`src/sv/l2c_pkg.sv`:
```
// ----------------------------------------------------------------------------
// l2c_pkg
// Shared widths, register indexes, reset values and types of the LBA to
// CHS mapper.
// ----------------------------------------------------------------------------
`default_nettype none

package l2c_pkg;

  localparam int unsigned SECTOR_BYTES    = 512;
  localparam int unsigned DRIVE_UNITS_DEF = 4;

  localparam int unsigned UNIT_W     = 2;
  localparam int unsigned LBA_W      = 32;
  localparam int unsigned CNT_W      = 8;
  localparam int unsigned ADDR_W     = 20;
  localparam int unsigned LOW_W      = 16;
  localparam int unsigned HEADS_W    = 8;
  localparam int unsigned SPT_W      = 6;
  localparam int unsigned PC_W       = HEADS_W + SPT_W;
  localparam int unsigned CYL_W      = 16;
  localparam int unsigned CFG_IDX_W  = 8;
  localparam int unsigned CFG_DATA_W = 8;
  localparam int unsigned DMA_W      = LOW_W + CNT_W;

  localparam logic [HEADS_W-1:0] HEADS_RST = 8'd2;
  localparam logic [SPT_W-1:0]   SPT_RST   = 6'd9;

  localparam int unsigned CFG_HEADS_BASE = 0;
  localparam int unsigned CFG_SPT_BASE   = 4;

  localparam int unsigned DIV_STEP    = 4;
  localparam int unsigned CYL_STAGES  = LBA_W / DIV_STEP;
  localparam int unsigned HEAD_STAGES = HEADS_W / DIV_STEP;
  localparam int unsigned PIPE_STAGES = CYL_STAGES + HEAD_STAGES;

  localparam int unsigned QUEUE_DEPTH = 2;

  typedef struct packed {
    logic [LBA_W-1:0] lba;
    logic [CNT_W-1:0] count;
    logic [LOW_W-1:0] dma_rem;
    logic [SPT_W-1:0] spt;
    logic [PC_W-1:0]  per_cyl;
  } l2c_req_t;

  typedef struct packed {
    logic [LBA_W-1:0]   dq;
    logic [PC_W-1:0]    rem;
    logic [PC_W-1:0]    per_cyl;
    logic [SPT_W-1:0]   spt;
    logic [CNT_W-1:0]   count;
    logic [LOW_W-1:0]   dma_rem;
    logic [CNT_W-1:0]   dma_q;
    logic               dma_sat;
    logic [SPT_W-1:0]   hrem;
    logic [HEADS_W-1:0] hdq;
  } l2c_work_t;

  typedef struct packed {
    logic [CYL_W-1:0]   cylinder;
    logic [SPT_W-1:0]   sector_number;
    logic [HEADS_W-1:0] head_number;
    logic [CNT_W-1:0]   allowed_count;
    logic               cylinder_overflow;
  } l2c_res_t;

endpackage

`default_nettype wire

```
`src/sv/lba_to_chs_mapper_core.sv`:
```
// ----------------------------------------------------------------------------
// lba_to_chs_mapper_core
// Maps a logical sector request to cylinder, head and sector, limiting the
// count at the 64 KiB DMA boundary and at the end of the cylinder.
//
//   channel  direction  handshake                  word
//   in       sink       in_valid_i / in_stall_o    unit, lba, count, address
//   out      source     out_valid_o / out_stall_i  cyl, sector, head, count, ovf
//   cfg      sink       cfg_valid_i / cfg_ready_o  register index, data
//
// One word per cycle while the output is not stalled; a request passes the
// 2-entry request queue, the 10-stage divider pipeline at 4 quotient bits a
// stage and the result register.
// Reset clears the queue, the pipeline valids and loads the default geometry.
// An output stall holds the whole pipeline while the output is valid; the
// input stalls once the queue is full.
// ----------------------------------------------------------------------------
`default_nettype none

module lba_to_chs_mapper_core #(
  parameter int unsigned DRIVE_UNITS = l2c_pkg::DRIVE_UNITS_DEF
) (
  input  wire                            clk_i,
  input  wire                            rst_ni,
  input  wire                            in_valid_i,
  output logic                           in_stall_o,
  input  wire [l2c_pkg::UNIT_W-1:0]      drive_unit_i,
  input  wire [l2c_pkg::LBA_W-1:0]       start_lba_i,
  input  wire [l2c_pkg::CNT_W-1:0]       sector_count_i,
  input  wire [l2c_pkg::ADDR_W-1:0]      buffer_address_i,
  output logic                           out_valid_o,
  input  wire                            out_stall_i,
  output logic [l2c_pkg::CYL_W-1:0]      cylinder_o,
  output logic [l2c_pkg::SPT_W-1:0]      sector_number_o,
  output logic [l2c_pkg::HEADS_W-1:0]    head_number_o,
  output logic [l2c_pkg::CNT_W-1:0]      allowed_count_o,
  output logic                           cylinder_overflow_o,
  input  wire                            cfg_valid_i,
  output logic                           cfg_ready_o,
  input  wire [l2c_pkg::CFG_IDX_W-1:0]   cfg_index_i,
  input  wire [l2c_pkg::CFG_DATA_W-1:0]  cfg_wdata_i
);

  logic              push;
  logic              full;
  logic              pop;
  logic              q_vld;
  l2c_pkg::l2c_req_t req;
  l2c_pkg::l2c_req_t q_data;
  l2c_pkg::l2c_res_t res;

  assign cfg_ready_o = 1'b1;
  assign in_stall_o  = full;

  l2c_front #(
    .DRIVE_UNITS (DRIVE_UNITS)
  ) u_front (
    .clk_i            (clk_i),
    .rst_ni           (rst_ni),
    .cfg_valid_i      (cfg_valid_i),
    .cfg_index_i      (cfg_index_i),
    .cfg_wdata_i      (cfg_wdata_i),
    .in_valid_i       (in_valid_i),
    .full_i           (full),
    .drive_unit_i     (drive_unit_i),
    .start_lba_i      (start_lba_i),
    .sector_count_i   (sector_count_i),
    .buffer_address_i (buffer_address_i),
    .push_o           (push),
    .req_o            (req)
  );

  l2c_queue u_queue (
    .clk_i       (clk_i),
    .rst_ni      (rst_ni),
    .push_i      (push),
    .push_data_i (req),
    .pop_i       (pop),
    .full_o      (full),
    .vld_o       (q_vld),
    .data_o      (q_data)
  );

  l2c_back u_back (
    .clk_i       (clk_i),
    .rst_ni      (rst_ni),
    .q_vld_i     (q_vld),
    .q_data_i    (q_data),
    .pop_o       (pop),
    .out_stall_i (out_stall_i),
    .out_valid_o (out_valid_o),
    .res_o       (res)
  );

  assign cylinder_o          = res.cylinder;
  assign sector_number_o     = res.sector_number;
  assign head_number_o       = res.head_number;
  assign allowed_count_o     = res.allowed_count;
  assign cylinder_overflow_o = res.cylinder_overflow;

endmodule

`default_nettype wire

```
`src/sv/l2c_front.sv`:
```
// ----------------------------------------------------------------------------
// l2c_front
// Geometry registers and request intake: selects the unit geometry, fixes
// zero values, forms sectors per cylinder and the DMA window remainder.
// ----------------------------------------------------------------------------
`default_nettype none

module l2c_front #(
  parameter int unsigned DRIVE_UNITS = l2c_pkg::DRIVE_UNITS_DEF
) (
  input  wire                               clk_i,
  input  wire                               rst_ni,
  input  wire                               cfg_valid_i,
  input  wire [l2c_pkg::CFG_IDX_W-1:0]      cfg_index_i,
  input  wire [l2c_pkg::CFG_DATA_W-1:0]     cfg_wdata_i,
  input  wire                               in_valid_i,
  input  wire                               full_i,
  input  wire [l2c_pkg::UNIT_W-1:0]         drive_unit_i,
  input  wire [l2c_pkg::LBA_W-1:0]          start_lba_i,
  input  wire [l2c_pkg::CNT_W-1:0]          sector_count_i,
  input  wire [l2c_pkg::ADDR_W-1:0]         buffer_address_i,
  output logic                              push_o,
  output l2c_pkg::l2c_req_t                 req_o
);

  logic [l2c_pkg::HEADS_W-1:0] heads_q [DRIVE_UNITS];
  logic [l2c_pkg::SPT_W-1:0]   spt_q   [DRIVE_UNITS];
  logic [l2c_pkg::HEADS_W-1:0] heads_sel;
  logic [l2c_pkg::SPT_W-1:0]   spt_sel;
  logic [l2c_pkg::HEADS_W-1:0] heads_fix;
  logic [l2c_pkg::SPT_W-1:0]   spt_fix;

  always_ff @(posedge clk_i or negedge rst_ni) begin
    if (!rst_ni) begin
      for (int u = 0; u < DRIVE_UNITS; u++) begin
        heads_q[u] <= l2c_pkg::HEADS_RST;
        spt_q[u]   <= l2c_pkg::SPT_RST;
      end
    end else if (cfg_valid_i) begin
      for (int u = 0; u < DRIVE_UNITS; u++) begin
        if (cfg_index_i == l2c_pkg::CFG_IDX_W'(l2c_pkg::CFG_HEADS_BASE + u)) begin
          heads_q[u] <= cfg_wdata_i[l2c_pkg::HEADS_W-1:0];
        end
        if (cfg_index_i == l2c_pkg::CFG_IDX_W'(l2c_pkg::CFG_SPT_BASE + u)) begin
          spt_q[u] <= cfg_wdata_i[l2c_pkg::SPT_W-1:0];
        end
      end
    end
  end

  always_comb begin
    heads_sel = heads_q[0];
    spt_sel   = spt_q[0];
    for (int u = 1; u < DRIVE_UNITS; u++) begin
      if (drive_unit_i == l2c_pkg::UNIT_W'(u)) begin
        heads_sel = heads_q[u];
        spt_sel   = spt_q[u];
      end
    end
    heads_fix = (heads_sel == '0) ? l2c_pkg::HEADS_W'(1) : heads_sel;
    spt_fix   = (spt_sel == '0) ? l2c_pkg::SPT_W'(1) : spt_sel;
  end

  assign push_o          = in_valid_i && !full_i;
  assign req_o.lba       = start_lba_i;
  assign req_o.count     = sector_count_i;
  assign req_o.dma_rem   = ~buffer_address_i[l2c_pkg::LOW_W-1:0];
  assign req_o.spt       = spt_fix;
  assign req_o.per_cyl   = l2c_pkg::PC_W'(heads_fix) * l2c_pkg::PC_W'(spt_fix);

endmodule

`default_nettype wire

```
`src/sv/l2c_queue.sv`:
```
// ----------------------------------------------------------------------------
// l2c_queue
// Short request queue between intake and the divider pipeline.
// ----------------------------------------------------------------------------
`default_nettype none

module l2c_queue (
  input  wire                clk_i,
  input  wire                rst_ni,
  input  wire                push_i,
  input  l2c_pkg::l2c_req_t  push_data_i,
  input  wire                pop_i,
  output logic               full_o,
  output logic               vld_o,
  output l2c_pkg::l2c_req_t  data_o
);

  localparam int unsigned DEPTH = l2c_pkg::QUEUE_DEPTH;
  localparam int unsigned PTR_W = (DEPTH > 1) ? $clog2(DEPTH) : 1;
  localparam int unsigned CNT_W = $clog2(DEPTH + 1);

  l2c_pkg::l2c_req_t mem_q [DEPTH];
  logic [PTR_W-1:0]  wr_ptr_q, wr_ptr_d;
  logic [PTR_W-1:0]  rd_ptr_q, rd_ptr_d;
  logic [CNT_W-1:0]  fill_q, fill_d;
  logic              do_pop;

  assign full_o = (fill_q == CNT_W'(DEPTH));
  assign vld_o  = (fill_q != '0);
  assign data_o = mem_q[rd_ptr_q];
  assign do_pop = pop_i && vld_o;

  always_comb begin
    wr_ptr_d = wr_ptr_q;
    rd_ptr_d = rd_ptr_q;
    fill_d   = fill_q;
    if (push_i) begin
      wr_ptr_d = (wr_ptr_q == PTR_W'(DEPTH - 1)) ? '0 : wr_ptr_q + 1'b1;
    end
    if (do_pop) begin
      rd_ptr_d = (rd_ptr_q == PTR_W'(DEPTH - 1)) ? '0 : rd_ptr_q + 1'b1;
    end
    if (push_i && !do_pop) begin
      fill_d = fill_q + 1'b1;
    end else if (do_pop && !push_i) begin
      fill_d = fill_q - 1'b1;
    end
  end

  always_ff @(posedge clk_i or negedge rst_ni) begin
    if (!rst_ni) begin
      wr_ptr_q <= '0;
      rd_ptr_q <= '0;
      fill_q   <= '0;
    end else begin
      wr_ptr_q <= wr_ptr_d;
      rd_ptr_q <= rd_ptr_d;
      fill_q   <= fill_d;
    end
  end

  always_ff @(posedge clk_i) begin
    if (push_i) begin
      mem_q[wr_ptr_q] <= push_data_i;
    end
  end

endmodule

`default_nettype wire

```
`src/sv/l2c_back.sv`:
```
// ----------------------------------------------------------------------------
// l2c_back
// Divider pipeline: cylinder and in-cylinder offset at four quotient bits a
// stage, DMA limit in the first stages, then head and sector, then limits.
// ----------------------------------------------------------------------------
`default_nettype none

module l2c_back (
  input  wire                clk_i,
  input  wire                rst_ni,
  input  wire                q_vld_i,
  input  l2c_pkg::l2c_req_t  q_data_i,
  output logic               pop_o,
  input  wire                out_stall_i,
  output logic               out_valid_o,
  output l2c_pkg::l2c_res_t  res_o
);

  localparam int unsigned NSTG = l2c_pkg::PIPE_STAGES;

  l2c_pkg::l2c_work_t stg_in  [NSTG];
  l2c_pkg::l2c_work_t stg_out [NSTG];
  l2c_pkg::l2c_work_t st_q    [NSTG];
  logic               vld_q   [NSTG];
  logic               adv;
  logic               out_vld_q;
  l2c_pkg::l2c_res_t  res_q, res_d;

  assign adv   = !out_vld_q || !out_stall_i;
  assign pop_o = adv;

  always_comb begin
    stg_in[0]         = '0;
    stg_in[0].dq      = q_data_i.lba;
    stg_in[0].per_cyl = q_data_i.per_cyl;
    stg_in[0].spt     = q_data_i.spt;
    stg_in[0].count   = q_data_i.count;
    stg_in[0].dma_rem = q_data_i.dma_rem;
    stg_in[0].dma_sat = (l2c_pkg::DMA_W'(q_data_i.dma_rem) >=
                         (l2c_pkg::DMA_W'(l2c_pkg::SECTOR_BYTES) << l2c_pkg::CNT_W));
  end

  for (genvar s = 0; s < NSTG; s++) begin : g_stage
    if (s > 0) begin : g_link
      assign stg_in[s] = st_q[s-1];
    end

    always_comb begin
      l2c_pkg::l2c_work_t          w;
      logic [l2c_pkg::PC_W:0]      r_cyl;
      logic [l2c_pkg::SPT_W:0]     r_hd;
      logic [l2c_pkg::DMA_W-1:0]   d_rem;
      logic [l2c_pkg::DMA_W-1:0]   d_div;
      logic                        ge;
      w     = stg_in[s];
      r_cyl = '0;
      r_hd  = '0;
      d_rem = '0;
      d_div = '0;
      ge    = 1'b0;
      if (s < l2c_pkg::CYL_STAGES) begin
        for (int j = 0; j < l2c_pkg::DIV_STEP; j++) begin
          r_cyl = {w.rem, w.dq[l2c_pkg::LBA_W-1]};
          ge    = (r_cyl >= {1'b0, w.per_cyl});
          w.dq  = {w.dq[l2c_pkg::LBA_W-2:0], ge};
          w.rem = ge ? l2c_pkg::PC_W'(r_cyl - {1'b0, w.per_cyl})
                     : r_cyl[l2c_pkg::PC_W-1:0];
          if (s * l2c_pkg::DIV_STEP + j < l2c_pkg::CNT_W) begin
            d_rem = l2c_pkg::DMA_W'(w.dma_rem);
            d_div = l2c_pkg::DMA_W'(l2c_pkg::SECTOR_BYTES)
                    << (l2c_pkg::CNT_W - 1 - (s * l2c_pkg::DIV_STEP + j));
            ge    = (d_rem >= d_div);
            w.dma_q = {w.dma_q[l2c_pkg::CNT_W-2:0], ge};
            if (ge) begin
              w.dma_rem = l2c_pkg::LOW_W'(d_rem - d_div);
            end
          end
        end
      end else begin
        if (s == l2c_pkg::CYL_STAGES) begin
          w.hrem = w.rem[l2c_pkg::PC_W-1:l2c_pkg::HEADS_W];
          w.hdq  = w.rem[l2c_pkg::HEADS_W-1:0];
        end
        for (int j = 0; j < l2c_pkg::DIV_STEP; j++) begin
          r_hd   = {w.hrem, w.hdq[l2c_pkg::HEADS_W-1]};
          ge     = (r_hd >= {1'b0, w.spt});
          w.hdq  = {w.hdq[l2c_pkg::HEADS_W-2:0], ge};
          w.hrem = ge ? l2c_pkg::SPT_W'(r_hd - {1'b0, w.spt})
                      : r_hd[l2c_pkg::SPT_W-1:0];
        end
      end
      stg_out[s] = w;
    end

    always_ff @(posedge clk_i or negedge rst_ni) begin
      if (!rst_ni) begin
        vld_q[s] <= 1'b0;
      end else if (adv) begin
        vld_q[s] <= (s == 0) ? q_vld_i : vld_q[(s > 0) ? s - 1 : 0];
      end
    end

    always_ff @(posedge clk_i) begin
      if (adv) begin
        st_q[s] <= stg_out[s];
      end
    end
  end

  always_comb begin
    l2c_pkg::l2c_work_t        f;
    logic [l2c_pkg::CNT_W-1:0] c_dma;
    logic [l2c_pkg::PC_W:0]    c_end;
    f     = st_q[NSTG-1];
    c_dma = (f.dma_sat || (f.count <= f.dma_q)) ? f.count : f.dma_q;
    c_end = {1'b0, f.rem} + (l2c_pkg::PC_W + 1)'(c_dma);
    res_d.cylinder          = f.dq[l2c_pkg::CYL_W-1:0];
    res_d.cylinder_overflow = |f.dq[l2c_pkg::LBA_W-1:l2c_pkg::CYL_W];
    res_d.head_number       = f.hdq;
    res_d.sector_number     = f.hrem + l2c_pkg::SPT_W'(1);
    res_d.allowed_count     = (c_end > {1'b0, f.per_cyl})
                              ? l2c_pkg::CNT_W'(f.per_cyl - f.rem) : c_dma;
  end

  always_ff @(posedge clk_i or negedge rst_ni) begin
    if (!rst_ni) begin
      out_vld_q <= 1'b0;
    end else if (adv) begin
      out_vld_q <= vld_q[NSTG-1];
    end
  end

  always_ff @(posedge clk_i) begin
    if (adv) begin
      res_q <= res_d;
    end
  end

  assign out_valid_o = out_vld_q;
  assign res_o       = res_q;

endmodule

`default_nettype wire
```
`config.mk`:
```
export PLATFORM = sky130hd
export DESIGN_NAME = lba_to_chs_mapper_core
export DESIGN_NICKNAME = d
export VERILOG_FILES = /design/src/sv/l2c_pkg.sv /design/src/sv/lba_to_chs_mapper_core.sv /design/src/sv/l2c_front.sv /design/src/sv/l2c_queue.sv /design/src/sv/l2c_back.sv
export SDC_FILE = /design/constraint.sdc
export NUM_CORES = 2
export LEC_CHECK = 0
export ABC_CLOCK_PERIOD_IN_PS = 28200
export BUFFER_PORTS_ARGS = -buffer_cell sky130_fd_sc_hd__buf_2
export CELL_PAD_IN_SITES_DETAIL_PLACEMENT = 1
export CELL_PAD_IN_SITES_GLOBAL_PLACEMENT = 1
export CORE_MARGIN = 3
export CORE_UTILIZATION = 49
export CTS_BUF_LIST = sky130_fd_sc_hd__clkbuf_4 sky130_fd_sc_hd__clkbuf_8
export CTS_CLUSTER_SIZE = 16
export DETAILED_ROUTE_END_ITERATION = 12
export HOLD_SLACK_MARGIN = 0.05
export PLACE_DENSITY = 0.86
export SYNTH_ARGS = -nofsm -noshare
export SYNTH_HDL_FRONTEND = slang
export SYNTH_SLANG_ARGS = --single-unit
```
`constraint.sdc`:
```
create_clock -name clk_i -period 28.2 [get_ports clk_i]
set_clock_uncertainty 0.15 [all_clocks]
set_input_delay 0 -clock clk_i [delete_from_list [all_inputs] [get_ports clk_i]]
set_output_delay 0 -clock clk_i [all_outputs]
set_load 0.05 [all_outputs]
```
Word-level counts from Yosys, hierarchy flattened

Memories as Yosys holds them, arrays and structs flattened.
Index checks and enable logic that the tools add are counted.

Register bits: 110
Memory bits (writable): 1282
Input bits: 83
Word-level logic and storage cells: 235
Memories kept: 2

Add/subtract/negate cells: 54
Multipliers: 1
Order comparisons: 49
Equal/unequal tests: 11
Multiplexer cells: 65
Bitwise logic cells: 1
Reduce and logical (&&, ||, !) cells: 25

Memories:

| name          | words | width | read ports | clocked after memory_dff | wr ports | RTL line        | text |
|---|---|---|---|---|---|---|---|
| u_back.st_q   | 10    | 113   | 10         | 0                        | 10       | l2c_back.sv:23  | `l2c_pkg::l2c_work_t st_q [NSTG];` |
| u_queue.mem_q | 2     | 76    | 1          | 0                        | 1        | l2c_queue.sv:22 | `l2c_pkg::l2c_req_t mem_q [DEPTH];` |

Operators by type and width:

| operator                                                                 | count |
|---|---|
| 15-bit by 14-bit >= comparator with 1-bit output                         | 31 |
| 14-bit 2-to-1 mux                                                        | 32 |
| 14-bit subtractor                                                        | 31 |
| 16-bit 2-to-1 mux                                                        | 7 |
| 6-bit 2-to-1 mux                                                         | 12 |
| 7-bit by 6-bit >= comparator with 1-bit output                           | 8 |
| 8-bit 2-to-1 mux                                                         | 6 |
| 6-bit subtractor                                                         | 8 |
| 8-bit by 3-bit == test with 1-bit output (second input constant)         | 4 |
| 8-bit by 2-bit == test with 1-bit output (second input constant)         | 2 |
| 16-bit by 10-bit >= comparator with 1-bit output (second input constant) | 1 |
| 16-bit by 11-bit >= comparator with 1-bit output (second input constant) | 1 |
| 16-bit by 12-bit >= comparator with 1-bit output (second input constant) | 1 |
| 16-bit by 13-bit >= comparator with 1-bit output (second input constant) | 1 |
| 16-bit by 14-bit >= comparator with 1-bit output (second input constant) | 1 |
| 16-bit by 15-bit >= comparator with 1-bit output (second input constant) | 1 |
| 16-bit >= comparator (second input constant)                             | 1 |
| 8-bit logical NOT                                                        | 2 |
| 16-bit NOT                                                               | 1 |
| 2-bit AND reduction                                                      | 8 |
| 16-bit OR reduction                                                      | 1 |
| 16-bit by 10-bit subtractor with 16-bit output (second input constant)   | 1 |
| 16-bit by 11-bit subtractor with 16-bit output (second input constant)   | 1 |
| 16-bit by 12-bit subtractor with 16-bit output (second input constant)   | 1 |
| 25 further kinds                                                         | 43 |

Depth between registers and ports, before layout

An unclocked memory read counts as a cell.

Word-level depth: 9
Gate-level depth with buffers: 54
Depth with buffers taken out: 47

By module

From an unflattened synthesis, not the netlist that was laid out.

Cell total of the unflattened synthesis: 5523
Area total of the unflattened synthesis: 65741.8 µm²

By module, submodules not included:

| module                 | instances | cells each | area each (µm²) | seq. area each (µm²) |
|---|---|---|---|---|
| l2c_back               | 1         | 4878       | 55508.2         | 26670.6 |
| l2c_queue              | 1         | 253        | 5809.3          | 4664.5 |
| l2c_front              | 1         | 390        | 4413.0          | 1416.4 |
| lba_to_chs_mapper_core | 1         | 2          | 11.3            | 0.0 |

Worst setup path before layout

Ideal clock, no wire load.

Path kind: reg-to-reg
Start: register u_back.out_vld_q, in the netlist u_back.out_valid_o
End: register u_back.vld_q[0] (netlist bit)
Data arrival time: 27715 ps
Required time: 27869 ps
Slack: 153 ps
Cell stages (with the launch flop): 4
Path buffers: 1
Clock period less this slack: 28047 ps
Path through: dfrtp_1 nand2_1 clkbuf_1 mux2_2

Longest elaborated chain between the ends: 2

RTL lines:

| item                            | RTL line                     | text |
|---|---|---|
| from (decl)                     | l2c_back.sv:26               | `logic out_vld_q;` |
| from (signal assigned)          | l2c_back.sv:129              | `out_vld_q <= vld_q[NSTG-1];` |
| 1-bit logical NOT               | l2c_back.sv:29               | `assign adv = !out_vld_q \|\| !out_stall_i;` |
| 1-bit logical OR                | l2c_back.sv:29               |  |
| via pop                         | lba_to_chs_mapper_core.sv:46 | `logic pop;` |
| to (signal, indexed assignment) | l2c_back.sv:99               | `vld_q[s] <= (s == 0) ? q_vld_i : vld_q[(s > 0) ? s - 1 : 0];` |
| to (decl)                       | l2c_back.sv:24               | `logic vld_q [NSTG];` |

The timed path passes the listed nets, and every way through them passes these cells.
A chain may end at the register's enable or synchronous reset.

==> metrics.txt <==
MaxCap Viol Count 0; Top FF cell, synth edfxtp_1; final setup violation count 0; setup total negative slack 0 ps; Ports between 100 and 150; fmax about 74 MHz; Hold Crit Endpoint u_front.spt_q[2]; Max Buffers Root-to-Sink 3; worst-path fanout max 21; hold_buf cts around 150; Worst path slowest cell o41ai_1; pins over their slew limit 0; RSZ-0062 raised after global routing false; Die W about 370 µm; setup bufs post-CTS 0; post-synthesis cell area roughly 65,000 µm²; CTS clk-pin slew, worst paths approximately 90 ps; Die Span Y ~370 µm; status completed; synth warn 0; FP Rows approximately 130; DR iter-0 viols 3,288; sequential area share after synthesis 0.505; Gates resized, CTS repair 0; DRT Pass-1 Iters 5; Post-synth EDFFs about 1,000; reg2reg setup slack 14,670 ps; nets approximately 6,500; H-tree depth 4; All-Layer GR Usage 0.261; Critical Path Source Type flip-flop; worst slew pin tran roughly 1200 ps; share of cells above drive strength 1 0.152; placed cell count between 7,000 and 8,000; vias in the first global route between 40,000 and 50,000; Critical Path End Type flip-flop; slowest stage delay, CP 640 ps; GRT overflow 0; R2R Path End u_back.st_q[1][72]; area used by multi-input combinational logic approximately 30,000 µm²; vias per cell approximately 5.9; Most common cell on crit path o21ai_0; worst hold start cfg_index_i[1]; first-pass GRT wire length ~280 mm; WP data required 28,670 ps; Filler cells roughly 14,000; critical path class flip-flop to flip-flop; Final ANT Viol Nets 0; worst min-delay path category primary input to flip-flop; FF/Latch Area between 30,000 and 40,000 µm²; commonest non-fill, non-tap cells in the layout edfxtp_1 (1,031), ha_1 (554), inv_1 (442); Max-slew headroom 0.175; CTS Root Cell clkbuf_8; Final Hold Viols 0; clk_lat worst skew around 970 ps; asr flop ratio synth 0.0644; port buffer count about 120; R2R cell count 45; min Tclk post-route 13,530 ps; Avg Cell Area, Syn between 10 and 15 µm²; Hold Path Cell Cnt 4; Residual DRC 0; Arrival @ worst endpoint roughly 14,000 ps; gpl congestion between 0.8 and 0.9; Synth Instances around 5,400; CTS Buf Count about 180; die area 137,000 µm²; largest net degree at the start of global routing ~190; Final Cycle Share 0.480; CTS tree done; starting density of the core 0.497; Core Area ~130,000 µm²; commonest non-fill, non-tap cell in the layout edfxtp_1; initial antenna violation count 11; Layout area overhead 12.4%; average wire per standard cell around 24 µm; fin cells approximately 7,700; clk sinks 1,102; Post-DP HPWL about 120 mm; synthesis-stage register bit count 1,102; final wirelength around 180 mm; Via Count 45,766; Netlist cell types slightly above 90; reg-to-reg startpoint u_back.st_q[0][54]
logic make-up after synthesis:
kind of cell               Yosys count  synth area share
AOI/OAI and AO/OA                 1172             0.116
other                                2          0.000116
xor gates and xnor gates           365            0.0493
muxes                              481            0.0846
adders and majority gates          620             0.127
DFF                               1102             0.505
and+or+nand+nor                   1144            0.0867
buffers and inverters              531            0.0313
critical path: cells and delay by family, from the launching register on:
family / cells / cell delay, ps
DFF: 1 / 540
adders and majority gates: 4 / 1240
buffers and inverters: 7 / 1380
muxes: 1 / 410
AOI/OAI and AO/OA: 24 / 7510
and+or+nand+nor: 9 / 1890
synthesized netlist by cell type (81+ instances only):
master,instances,area share
o21ai_0,282,0.022
mux2i_1,81,0.013
xnor2_1,238,0.032
nand2_1,290,0.017
a21o_1,161,0.019
ha_1,554,0.11
mux2_2,382,0.066
a21oi_1,330,0.025
edfxtp_1,1031,0.48
nor2_1,291,0.017
inv_1,442,0.026
xor2_1,127,0.017
nor2b_1,91,0.0088
how the worst max path moves through the flow:
stage	start	to	slack, ps	depth (start not counted)
finish	u_back.st_q[0][54]	u_back.st_q[1][72]	14670	45
global route	u_back.st_q[3][54]	u_back.st_q[4][80]	13740	44
CTS	u_back.st_q[3][54]	u_back.st_q[4][80]	15050	44
detailed placement	u_back.st_q[3][54]	u_back.st_q[4][80]	15090	44
global placement	u_back.st_q[6][54]	u_back.st_q[7][73]	15680	44
floorplan	u_back.out_valid_o	u_back.vld_q[0]	150	3
sequential cells by signal, indices dropped and copies added (netlist names):
signal,flops
u_front.heads_q,32
u_queue.mem_q,152
u_queue.fill_q,2
u_front.spt_q,24
u_back.vld_q,10
u_back.out_valid_o,1
u_back.res_o,39
u_queue.wr_ptr_q,1
u_queue.rd_ptr_q,1
u_back.st_q,840
area by class of cell:
cell class,instances,share of cell area
diodes,7,0.000240
clock buffers,246,0.0417
clock inverters,88,0.0106
inverters,447,0.0230
multi-input cells,3786,0.413
flip-flops and latches,1102,0.449
well taps,1742,0.0299
repair buffers,298,0.0321
metal layers:
layer	global-route usage	up-vias	routed length, µm
met5	0	-	34
met4	0.123	6	8230
met3	0.0462	485	9160
met2	0.458	1370	91500
met1	0.310	22939	73100
li1	-	20966	-
per-stage QoR:
stage	setup WS, ps	utilization	hold WS [ps]	area [µm²]
6_report	14670	0.559	167	72900
2_1_floorplan	153	-	-446	64900
3_3_place_gp	15680	0.518	37.6	67600
3_5_place_dp	15090	0.518	41.8	67600
4_1_cts	15050	0.559	63.1	72900
5_1_grt	13740	0.559	152	72900
Power is left out: the tool's default activity adds up to more than one toggle a clock period on the data nets, which glitch-free logic cannot reach.
